File: config.mk
export PLATFORM = sky130hd
export DESIGN_NAME = dc_motor_speed_position_controller_top
export DESIGN_NICKNAME = d
export VERILOG_FILES = /design/src/dcmsc_pkg.sv /design/src/dc_motor_speed_position_controller_top.sv /design/src/dcmsc_ctrl.sv /design/src/dcmsc_datapath.sv
export SDC_FILE = /design/constraint.sdc
export NUM_CORES = 2
export LEC_CHECK = 0
export BUFFER_PORTS_ARGS = -buffer_cell sky130_fd_sc_hd__buf_4
export CORE_MARGIN = 1
export CORE_UTILIZATION = 55
export CTS_BUF_LIST = sky130_fd_sc_hd__clkbuf_16
export DETAILED_ROUTE_END_ITERATION = 6
export GPL_TIMING_DRIVEN = 0
export PLACE_DENSITY = 0.7
export SLEW_MARGIN = 10
export SYNTH_ARGS = -nofsm -noshare
export SYNTH_HDL_FRONTEND = slang
export SYNTH_SLANG_ARGS = --single-unit
File: constraint.sdc
create_clock -name clock -period 18.2 [get_ports clock]
set_clock_uncertainty 0.2 [all_clocks]
set_input_delay 3.64 -clock clock [delete_from_list [all_inputs] [get_ports clock]]
set_output_delay 3.64 -clock clock [all_outputs]
set_load 0.1 [all_outputs]
File: src/dcmsc_pkg.sv
// shared types, constants and helper functions for the dc motor controller
// no dependencies
package dcmsc_pkg;

   localparam int COUNT_WIDTH_DEF = 16;
   localparam int RES_WIDTH = 20;
   localparam int TOL_WIDTH = 9;
   localparam int WIN_WIDTH = 16;
   localparam int ELAPSED_WIDTH = 16;
   localparam int POT_WIDTH = 10;
   localparam int DUTY_WIDTH = 8;
   localparam int RPM_WIDTH = 32;
   localparam int SCALE_WIDTH = 30;
   localparam int DEN_WIDTH = RES_WIDTH + ELAPSED_WIDTH;
   localparam int DIV_STEPS = RPM_WIDTH;
   localparam int DIV_CNT_WIDTH = $clog2(DIV_STEPS);
   localparam int ADDR_WIDTH = 4;
   localparam int DATA_WIDTH = 32;

   localparam logic [SCALE_WIDTH-1:0] RPM_SCALE = 30'd600000000;
   localparam logic [RES_WIDTH-1:0] RES_RESET = 20'd37422;
   localparam logic [TOL_WIDTH-1:0] TOL_RESET = 9'd2;
   localparam logic [WIN_WIDTH-1:0] WIN_RESET = 16'd1000;
   localparam logic [DUTY_WIDTH-1:0] DUTY_FULL = 8'd255;

   typedef enum logic [1:0] {
      REG_RESOLUTION = 2'd0,
      REG_TOLERANCE  = 2'd1,
      REG_WINDOW     = 2'd2,
      REG_NONE       = 2'd3
   } reg_index_type;

   typedef enum logic [1:0] {
      ACT_TICK   = 2'd0,
      ACT_ENC    = 2'd1,
      ACT_BUTTON = 2'd2,
      ACT_POT    = 2'd3
   } action_type;

   typedef enum logic [2:0] {
      S_IDLE,
      S_APPLY,
      S_PREP,
      S_CHECK,
      S_DIV,
      S_DONE
   } state_type;

   typedef struct packed {
      logic capture;
      logic apply;
      logic prep;
      logic check;
      logic div_step;
      logic out_load;
   } cmd_type;

   typedef struct packed {
      logic hit;
      logic sat;
   } status_type;

   // x / 1023 for x below 1023 * 512
   function automatic logic [8:0] div1023(input logic [18:0] x);
      logic [8:0] q0;
      logic [10:0] r;
      q0 = x[18:10];
      r = {1'b0, x[9:0]} + {2'b00, q0};
      div1023 = (r >= 11'd1023) ? q0 + 9'd1 : q0;
   endfunction

endpackage

File: src/dc_motor_speed_position_controller_top.sv
// top level of the dc motor speed and position controller: csr bank and wiring
// depends on dcmsc_pkg, dcmsc_ctrl and dcmsc_datapath
// a transaction is accepted only when idle, after the previous result has been loaded
// a closed speed window without saturation runs the 32-step serial rpm divider first
// reset: synchronous, clears mode, counters and pot sample; registers return to defaults
module dc_motor_speed_position_controller_top
   import dcmsc_pkg::*;
#(
   parameter int COUNT_WIDTH = COUNT_WIDTH_DEF
) (
   input  logic                  clock,
   input  logic                  reset,
   input  logic                  req_valid,
   output logic                  req_ready,
   input  logic [1:0]            req_action,
   input  logic                  req_enc_b,
   input  logic [POT_WIDTH-1:0]  req_pot_value,
   output logic                  rsp_valid,
   input  logic                  rsp_ready,
   output logic [DUTY_WIDTH-1:0] rsp_pwm_duty,
   output logic                  rsp_direction,
   output logic                  rsp_speed_mode,
   output logic                  rsp_rpm_valid,
   output logic [RPM_WIDTH-1:0]  rsp_rpm_centi,
   input  logic                  csr_psel,
   input  logic                  csr_penable,
   input  logic                  csr_pwrite,
   input  logic [ADDR_WIDTH-1:0] csr_paddr,
   input  logic [DATA_WIDTH-1:0] csr_pwdata,
   output logic [DATA_WIDTH-1:0] csr_prdata,
   output logic                  csr_pready
);

   logic [RES_WIDTH-1:0] res_ff;
   logic [TOL_WIDTH-1:0] tol_ff;
   logic [WIN_WIDTH-1:0] win_ff;
   logic wr;
   reg_index_type idx;
   cmd_type cmd;
   status_type status;

   assign csr_pready = 1'b1;
   assign wr = csr_psel && csr_penable && csr_pwrite;
   assign idx = reg_index_type'(csr_paddr[3:2]);

   always_ff @(posedge clock) begin
      if (reset) begin
         res_ff <= RES_RESET;
         tol_ff <= TOL_RESET;
         win_ff <= WIN_RESET;
      end else if (wr) begin
         unique case (idx)
            REG_RESOLUTION: res_ff <= csr_pwdata[RES_WIDTH-1:0];
            REG_TOLERANCE:  tol_ff <= csr_pwdata[TOL_WIDTH-1:0];
            REG_WINDOW:     win_ff <= csr_pwdata[WIN_WIDTH-1:0];
            default:        res_ff <= res_ff;
         endcase
      end
   end

   always_comb begin
      unique case (idx)
         REG_RESOLUTION: csr_prdata = DATA_WIDTH'(res_ff);
         REG_TOLERANCE:  csr_prdata = DATA_WIDTH'(tol_ff);
         REG_WINDOW:     csr_prdata = DATA_WIDTH'(win_ff);
         default:        csr_prdata = '0;
      endcase
   end

   dcmsc_ctrl u_ctrl (
      .clock     (clock),
      .reset     (reset),
      .req_valid (req_valid),
      .req_ready (req_ready),
      .rsp_valid (rsp_valid),
      .rsp_ready (rsp_ready),
      .cmd       (cmd),
      .status    (status)
   );

   dcmsc_datapath #(
      .COUNT_WIDTH (COUNT_WIDTH)
   ) u_datapath (
      .clock          (clock),
      .reset          (reset),
      .cmd            (cmd),
      .status         (status),
      .req_action     (req_action),
      .req_enc_b      (req_enc_b),
      .req_pot_value  (req_pot_value),
      .cfg_resolution (res_ff),
      .cfg_tolerance  (tol_ff),
      .cfg_window     (win_ff),
      .rsp_pwm_duty   (rsp_pwm_duty),
      .rsp_direction  (rsp_direction),
      .rsp_speed_mode (rsp_speed_mode),
      .rsp_rpm_valid  (rsp_rpm_valid),
      .rsp_rpm_centi  (rsp_rpm_centi)
   );

endmodule

File: src/dcmsc_ctrl.sv
// sequencer for the dc motor controller: event handshake, steps, divider count
// depends on dcmsc_pkg
module dcmsc_ctrl
   import dcmsc_pkg::*;
(
   input  logic       clock,
   input  logic       reset,
   input  logic       req_valid,
   output logic       req_ready,
   output logic       rsp_valid,
   input  logic       rsp_ready,
   output cmd_type    cmd,
   input  status_type status
);

   state_type state_ff, state_in;
   logic [DIV_CNT_WIDTH-1:0] cnt_ff, cnt_in;
   logic rsp_valid_ff, rsp_valid_in;

   always_ff @(posedge clock) begin
      if (reset) begin
         state_ff <= S_IDLE;
         cnt_ff <= '0;
         rsp_valid_ff <= 1'b0;
      end else begin
         state_ff <= state_in;
         cnt_ff <= cnt_in;
         rsp_valid_ff <= rsp_valid_in;
      end
   end

   always_comb begin
      state_in = state_ff;
      cnt_in = cnt_ff;
      rsp_valid_in = rsp_valid_ff && !rsp_ready;
      cmd = '0;
      req_ready = 1'b0;
      unique case (state_ff)
         S_IDLE: begin
            req_ready = 1'b1;
            if (req_valid) begin
               cmd.capture = 1'b1;
               state_in = S_APPLY;
            end
         end
         S_APPLY: begin
            cmd.apply = 1'b1;
            state_in = S_PREP;
         end
         S_PREP: begin
            cmd.prep = 1'b1;
            state_in = S_CHECK;
         end
         S_CHECK: begin
            cmd.check = 1'b1;
            cnt_in = DIV_CNT_WIDTH'(DIV_STEPS - 1);
            state_in = (status.hit && !status.sat) ? S_DIV : S_DONE;
         end
         S_DIV: begin
            cmd.div_step = 1'b1;
            cnt_in = cnt_ff - 1'b1;
            if (cnt_ff == '0) begin
               state_in = S_DONE;
            end
         end
         S_DONE: begin
            if (!rsp_valid_ff || rsp_ready) begin
               cmd.out_load = 1'b1;
               rsp_valid_in = 1'b1;
               state_in = S_IDLE;
            end
         end
         default: state_in = S_IDLE;
      endcase
   end

   assign rsp_valid = rsp_valid_ff;

   a_accept_starts: assert property (@(posedge clock) disable iff (reset)
      req_valid && req_ready |=> state_ff == S_APPLY)
      else $error("accepted transaction did not start processing");

   a_div_ends: assert property (@(posedge clock) disable iff (reset)
      state_ff == S_DIV && cnt_ff == '0 |=> state_ff == S_DONE)
      else $error("divider did not finish after last step");

   a_done_holds: assert property (@(posedge clock) disable iff (reset)
      state_ff == S_DONE && rsp_valid_ff && !rsp_ready |=> state_ff == S_DONE)
      else $error("result overwrote a pending transaction");

endmodule

File: src/dcmsc_datapath.sv
// datapath of the dc motor controller: event state, products, compare, rpm divider
// depends on dcmsc_pkg, driven by dcmsc_ctrl commands
module dcmsc_datapath
   import dcmsc_pkg::*;
#(
   parameter int COUNT_WIDTH = COUNT_WIDTH_DEF
) (
   input  logic                  clock,
   input  logic                  reset,
   input  cmd_type               cmd,
   output status_type            status,
   input  logic [1:0]            req_action,
   input  logic                  req_enc_b,
   input  logic [POT_WIDTH-1:0]  req_pot_value,
   input  logic [RES_WIDTH-1:0]  cfg_resolution,
   input  logic [TOL_WIDTH-1:0]  cfg_tolerance,
   input  logic [WIN_WIDTH-1:0]  cfg_window,
   output logic [DUTY_WIDTH-1:0] rsp_pwm_duty,
   output logic                  rsp_direction,
   output logic                  rsp_speed_mode,
   output logic                  rsp_rpm_valid,
   output logic [RPM_WIDTH-1:0]  rsp_rpm_centi
);

   localparam int NUM_WIDTH = COUNT_WIDTH + SCALE_WIDTH;
   localparam int POSV_WIDTH = COUNT_WIDTH + 17;
   localparam int WIDE_WIDTH = DEN_WIDTH + RPM_WIDTH;

   logic [1:0] act_ff;
   logic encb_ff;
   logic [POT_WIDTH-1:0] potin_ff;

   logic mode_ff, mode_in;
   logic signed [COUNT_WIDTH-1:0] pos_ff, pos_in;
   logic [COUNT_WIDTH-1:0] pulse_ff, pulse_in;
   logic [ELAPSED_WIDTH-1:0] elapsed_ff, elapsed_in;
   logic [POT_WIDTH-1:0] pot_ff, pot_in;

   logic hit_ff, sat_ff;
   logic [NUM_WIDTH-1:0] num_ff;
   logic [DEN_WIDTH-1:0] den_ff;
   logic signed [31:0] lo_ff, hi_ff;
   logic signed [POSV_WIDTH-1:0] posv_ff;
   logic [DUTY_WIDTH-1:0] duty_ff;
   logic dir_ff;
   logic [DEN_WIDTH-1:0] rem_ff;
   logic [RPM_WIDTH-1:0] quo_ff;

   logic [DUTY_WIDTH-1:0] out_duty_ff;
   logic out_dir_ff, out_mode_ff, out_valid_ff;
   logic [RPM_WIDTH-1:0] out_rpm_ff;

   logic [RES_WIDTH-1:0] res;
   logic [WIN_WIDTH-1:0] win;
   logic [8:0] ang, spd_duty;
   logic signed [10:0] ang_s, tol_s, diff_s, sum_s;
   logic signed [20:0] res_s;
   logic signed [31:0] lo_in, hi_in;
   logic signed [POSV_WIDTH-1:0] posv_in;
   logic sat;
   logic [DEN_WIDTH:0] trial;
   logic ge;

   localparam logic signed [COUNT_WIDTH-1:0] POS_MAX = {1'b0, {(COUNT_WIDTH-1){1'b1}}};
   localparam logic signed [COUNT_WIDTH-1:0] POS_MIN = {1'b1, {(COUNT_WIDTH-1){1'b0}}};

   assign res = (cfg_resolution == '0) ? RES_WIDTH'(1) : cfg_resolution;
   assign win = (cfg_window == '0) ? WIN_WIDTH'(1) : cfg_window;

   always_comb begin
      mode_in = mode_ff;
      pos_in = pos_ff;
      pulse_in = pulse_ff;
      elapsed_in = elapsed_ff;
      pot_in = pot_ff;
      if (cmd.apply) begin
         unique case (action_type'(act_ff))
            ACT_TICK: begin
               if (elapsed_ff != '1) elapsed_in = elapsed_ff + 1'b1;
            end
            ACT_ENC: begin
               if (mode_ff) begin
                  if (pulse_ff != '1) pulse_in = pulse_ff + 1'b1;
               end else if (encb_ff) begin
                  if (pos_ff != POS_MAX) pos_in = pos_ff + COUNT_WIDTH'(1);
               end else begin
                  if (pos_ff != POS_MIN) pos_in = pos_ff - COUNT_WIDTH'(1);
               end
            end
            ACT_BUTTON: begin
               mode_in = !mode_ff;
               pos_in = '0;
            end
            ACT_POT: pot_in = potin_ff;
            default: pot_in = pot_ff;
         endcase
      end else if (cmd.prep && mode_ff && (elapsed_ff >= win)) begin
         pulse_in = '0;
         elapsed_in = '0;
      end
   end

   always_ff @(posedge clock) begin
      if (reset) begin
         mode_ff <= 1'b0;
         pos_ff <= '0;
         pulse_ff <= '0;
         elapsed_ff <= '0;
         pot_ff <= '0;
      end else begin
         mode_ff <= mode_in;
         pos_ff <= pos_in;
         pulse_ff <= pulse_in;
         elapsed_ff <= elapsed_in;
         pot_ff <= pot_in;
      end
   end

   // position band products, speed duty, rpm saturation and divider trial compares
   always_comb begin
      ang = div1023(19'(pot_ff) * 19'd360);
      spd_duty = div1023(19'(pot_ff) * 19'd255);
      ang_s = $signed({2'b00, ang});
      tol_s = $signed({2'b00, cfg_tolerance});
      diff_s = ang_s - tol_s;
      sum_s = ang_s + tol_s;
      res_s = $signed({1'b0, res});
      lo_in = diff_s * res_s;
      hi_in = sum_s * res_s;
      posv_in = pos_ff * $signed(17'sd36000);
      sat = {{(WIDE_WIDTH-NUM_WIDTH){1'b0}}, num_ff} >= {den_ff, {RPM_WIDTH{1'b0}}};
      trial = {rem_ff, quo_ff[RPM_WIDTH-1]};
      ge = trial >= {1'b0, den_ff};
   end

   always_ff @(posedge clock) begin
      if (cmd.capture) begin
         act_ff <= req_action;
         encb_ff <= req_enc_b;
         potin_ff <= req_pot_value;
      end
      if (cmd.prep) begin
         hit_ff <= mode_ff && (elapsed_ff >= win);
         num_ff <= NUM_WIDTH'(pulse_ff) * NUM_WIDTH'(RPM_SCALE);
         den_ff <= DEN_WIDTH'(res) * DEN_WIDTH'(elapsed_ff);
         lo_ff <= lo_in;
         hi_ff <= hi_in;
         posv_ff <= posv_in;
      end
      if (cmd.check) begin
         sat_ff <= sat;
         rem_ff <= {{(DEN_WIDTH-(NUM_WIDTH-RPM_WIDTH)){1'b0}}, num_ff[NUM_WIDTH-1:RPM_WIDTH]};
         quo_ff <= num_ff[RPM_WIDTH-1:0];
         if (mode_ff) begin
            duty_ff <= spd_duty[DUTY_WIDTH-1:0];
            dir_ff <= 1'b0;
         end else if (lo_ff > posv_ff) begin
            duty_ff <= DUTY_FULL;
            dir_ff <= 1'b1;
         end else if (hi_ff < posv_ff) begin
            duty_ff <= DUTY_FULL;
            dir_ff <= 1'b0;
         end else begin
            duty_ff <= '0;
            dir_ff <= 1'b1;
         end
      end
      if (cmd.div_step) begin
         rem_ff <= ge ? DEN_WIDTH'(trial - {1'b0, den_ff}) : trial[DEN_WIDTH-1:0];
         quo_ff <= {quo_ff[RPM_WIDTH-2:0], ge};
      end
      if (cmd.out_load) begin
         out_duty_ff <= duty_ff;
         out_dir_ff <= dir_ff;
         out_mode_ff <= mode_ff;
         out_valid_ff <= hit_ff;
         out_rpm_ff <= !hit_ff ? '0 : (sat_ff ? '1 : quo_ff);
      end
   end

   assign status.hit = hit_ff;
   assign status.sat = sat;

   assign rsp_pwm_duty = out_duty_ff;
   assign rsp_direction = out_dir_ff;
   assign rsp_speed_mode = out_mode_ff;
   assign rsp_rpm_valid = out_valid_ff;
   assign rsp_rpm_centi = out_rpm_ff;

endmodule
==> qor.txt <==
Period minus WS final = 15.36 ns
Final Cell Area = 0.0600 sq mm
Full die area = 0.103 sq mm
Routed Antenna Nets = 0
Register area share after synthesis = 19.9%
CTS root buf = clkbuf_16
Startpoint Class = register
RSZ-0062 raised after global routing = false
Postcts setup bufs = 0
Setup violations, final = 0
Synth area leaders = fa_1 26%, ha_1 17%, edfxtp_1 16%
Warning count from the yosys run = 0
Pwr Density = 131 mW/mm^2
Final core area utilization = 59.9%
Post-Layout Cell Count = 7434
Hold Crit Start = u_datapath.duty_ff[5]$_DFFE_PP_
Post-Route WL = 150000 um
MaxCap Viol Count = 0
Placed inst area = 0.0584 sq mm
Hold Vio Cnt, Final = 0
Fraction of registers with async set/reset = 0%
Final setup TNS = 0 ns
Final WS setup = 2.84 ns
Wire per inst = 20.2 um
Number of I/O pins = 134
GP Congestion = 0.985
Pins Over Slew Limit = 0
Clk buf depth = 3
Synth Instances = 5905
DP Worst Slack = 2.98 ns
Slowest stage cell, crit path = dfxtp_1
Core Rows = 116
Synth top cells by count = 1056 x inv_1, 770 x ha_1, 714 x fa_1, 664 x nand2_1, 294 x edfxtp_1
First-pass GRT wire length = 238000 um
Via-to-Cell Ratio = 5.62
Critical Path Most Common Cell = fa_1
# hold bufs at CTS = 0
Worst Hold Depth = 0
Worst slew pin tran = 1.13 ns
Worst hold slack = 0.214 ns
LEAKAGE = 30.1 nW
# clock sinks = 407
Met1 Wirelength = 63000 um
Layout area overhead = 7.81%
Reg2reg path depth = 55
Placed Cells = 7340
Hold WC Path Type = reg -> reg
Initial antenna violation count = 6
Synthesized area per cell = 9.43 sq um
Reg clk slew, reported paths = 0.06 ns
Highest routed layer = met5
Crit path kind = reg -> reg
Gr usage total = 29.9%
Met2 wire len = 68900 um
Total power = 7.89 mW
Chip height = 320 um
CP max FO = 9
Netlist cell types = 87
Clk_lat worst skew = 0.65 ns
Post-synth EDFFs = 294
Total core area = 0.100 sq mm
Mapped cell area = 0.0557 sq mm
Count leader, synth = inv_1
CP Launch Point = u_datapath.pot_ff[4]$_SDFFE_PP0P_
Initial Utilization = 55.6%
Nets = 7634
Largest net degree at the start of global routing = 29
Fmax = 0.0651 GHz
Fillcell total = 8632
Synth Flop Type = edfxtp_1
Fin crit share = 84.4%
Post-synth top area cell = fa_1
Hpwl dp = 125000 um
Area share of the largest cell type after synthesis = 25.7%
Critical Path AT = 15.66 ns
R2r startpoint = u_datapath.pot_ff[4]$_SDFFE_PP0P_
Remaining Overflow, GRT = 0
Cts bufs inserted = 50
Peak supply drop = 307 uV
CTS resizes = 0
CTS tree = built
Die X = 320 um
R2R Setup Slk = 2.84 ns
Post-route DRC = 0
CP peak stage delay = 0.64 ns
CP endpoint kind = register
Vias in the first global route = 42900
IO buf count = 106
CP required = 18.49 ns
Yosys reg bits = 407
Metal3 WL = 12400 um
First-pass DRT Iterations = 5
Slew headroom = 24.4%
Status = complete, no violations
Layout cells sized above 1 = 4.27%
H-tree depth = 2
DRT iter0 DRCs = 2825
Total number of vias = 41800
## where the power goes
group / switching (mW) / internal [mW]
logic: 3.23 / 2.24
registers: 0.0562 / 1.36
clock network: 0.432 / 0.576
total: 3.71 / 4.17
## placed cells by master (no fill, tap or decap), drive strengths merged, types with 170 or more instances in the layout
| cell | instances |
|---|---|
| clkbuf | 265 |
| nand2 | 664 |
| nor2 | 237 |
| edfxtp | 294 |
| ha | 770 |
| and2 | 287 |
| inv | 1073 |
| xnor2 | 170 |
| a21oi | 260 |
| fa | 714 |
## layout make-up
class / count / area, sq um / area share [%]
Multi-Input combinational cell: 4215 / 39800 / 66.2
Sequential cell: 407 / 11100 / 18.5
Inverter: 1057 / 3970 / 6.61
Tap cell: 1298 / 1620 / 2.71
Clock buffer: 50 / 1250 / 2.08
Timing Repair Buffer: 126 / 1010 / 1.68
Buffer: 237 / 946 / 1.58
Clock inverter: 41 / 384 / 0.640
Antenna cell: 3 / 7.51 / 0.0125
## path summary, 6_finish.rpt
kind,end
max,u_datapath.lo_ff[30]$_DFFE_PP_
max reg2reg,u_datapath.lo_ff[30]$_DFFE_PP_
min reg2reg,u_datapath.rsp_pwm_duty[5]$_DFFE_PP_
min,u_datapath.rsp_pwm_duty[5]$_DFFE_PP_
## state kept, by name, indices dropped and copies added, names as in the netlist, 20 cells and up
register	cells
u_datapath.num_ff	37
u_datapath.rem_ff	36
res_ff	20
u_datapath.den_ff	36
u_datapath.rsp_rpm_centi	32
u_datapath.quo_ff	32
u_datapath.hi_ff	27
u_datapath.posv_ff	28
u_datapath.lo_ff	31
## cell families after synthesis
logic type | share of synthesized area [%]
XOR/XNOR | 4.00
flip-flops | 19.9
multiplexers | 0.966
AO/OA/AOI/OAI | 9.32
adder cells (fa/ha/maj) | 43.0
buffers and inverters | 8.82
other | 0.0135
AND/OR/NAND/NOR | 14.0
## per-layer routing
layer / track usage [%] / vias up
li1: - / 19500
met1: 39.5 / 20500
met2: 48.9 / 1488
met3: 5.75 / 338
met4: 11.0 / 2
met5: 0 / -
## worst max-delay path: cells and delay by family, from the launching register on
family	cells	cell delay (ns)
DFF	1	0.64
AOI/OAI and AO/OA	24	5.39
xor gates and xnor gates	1	0.29
muxes	1	0.34
and+or+nand+nor	7	1.17
adders and majority gates	14	5.92
buffers and inverters	8	1.21
(Power assumes the default switching activity.)
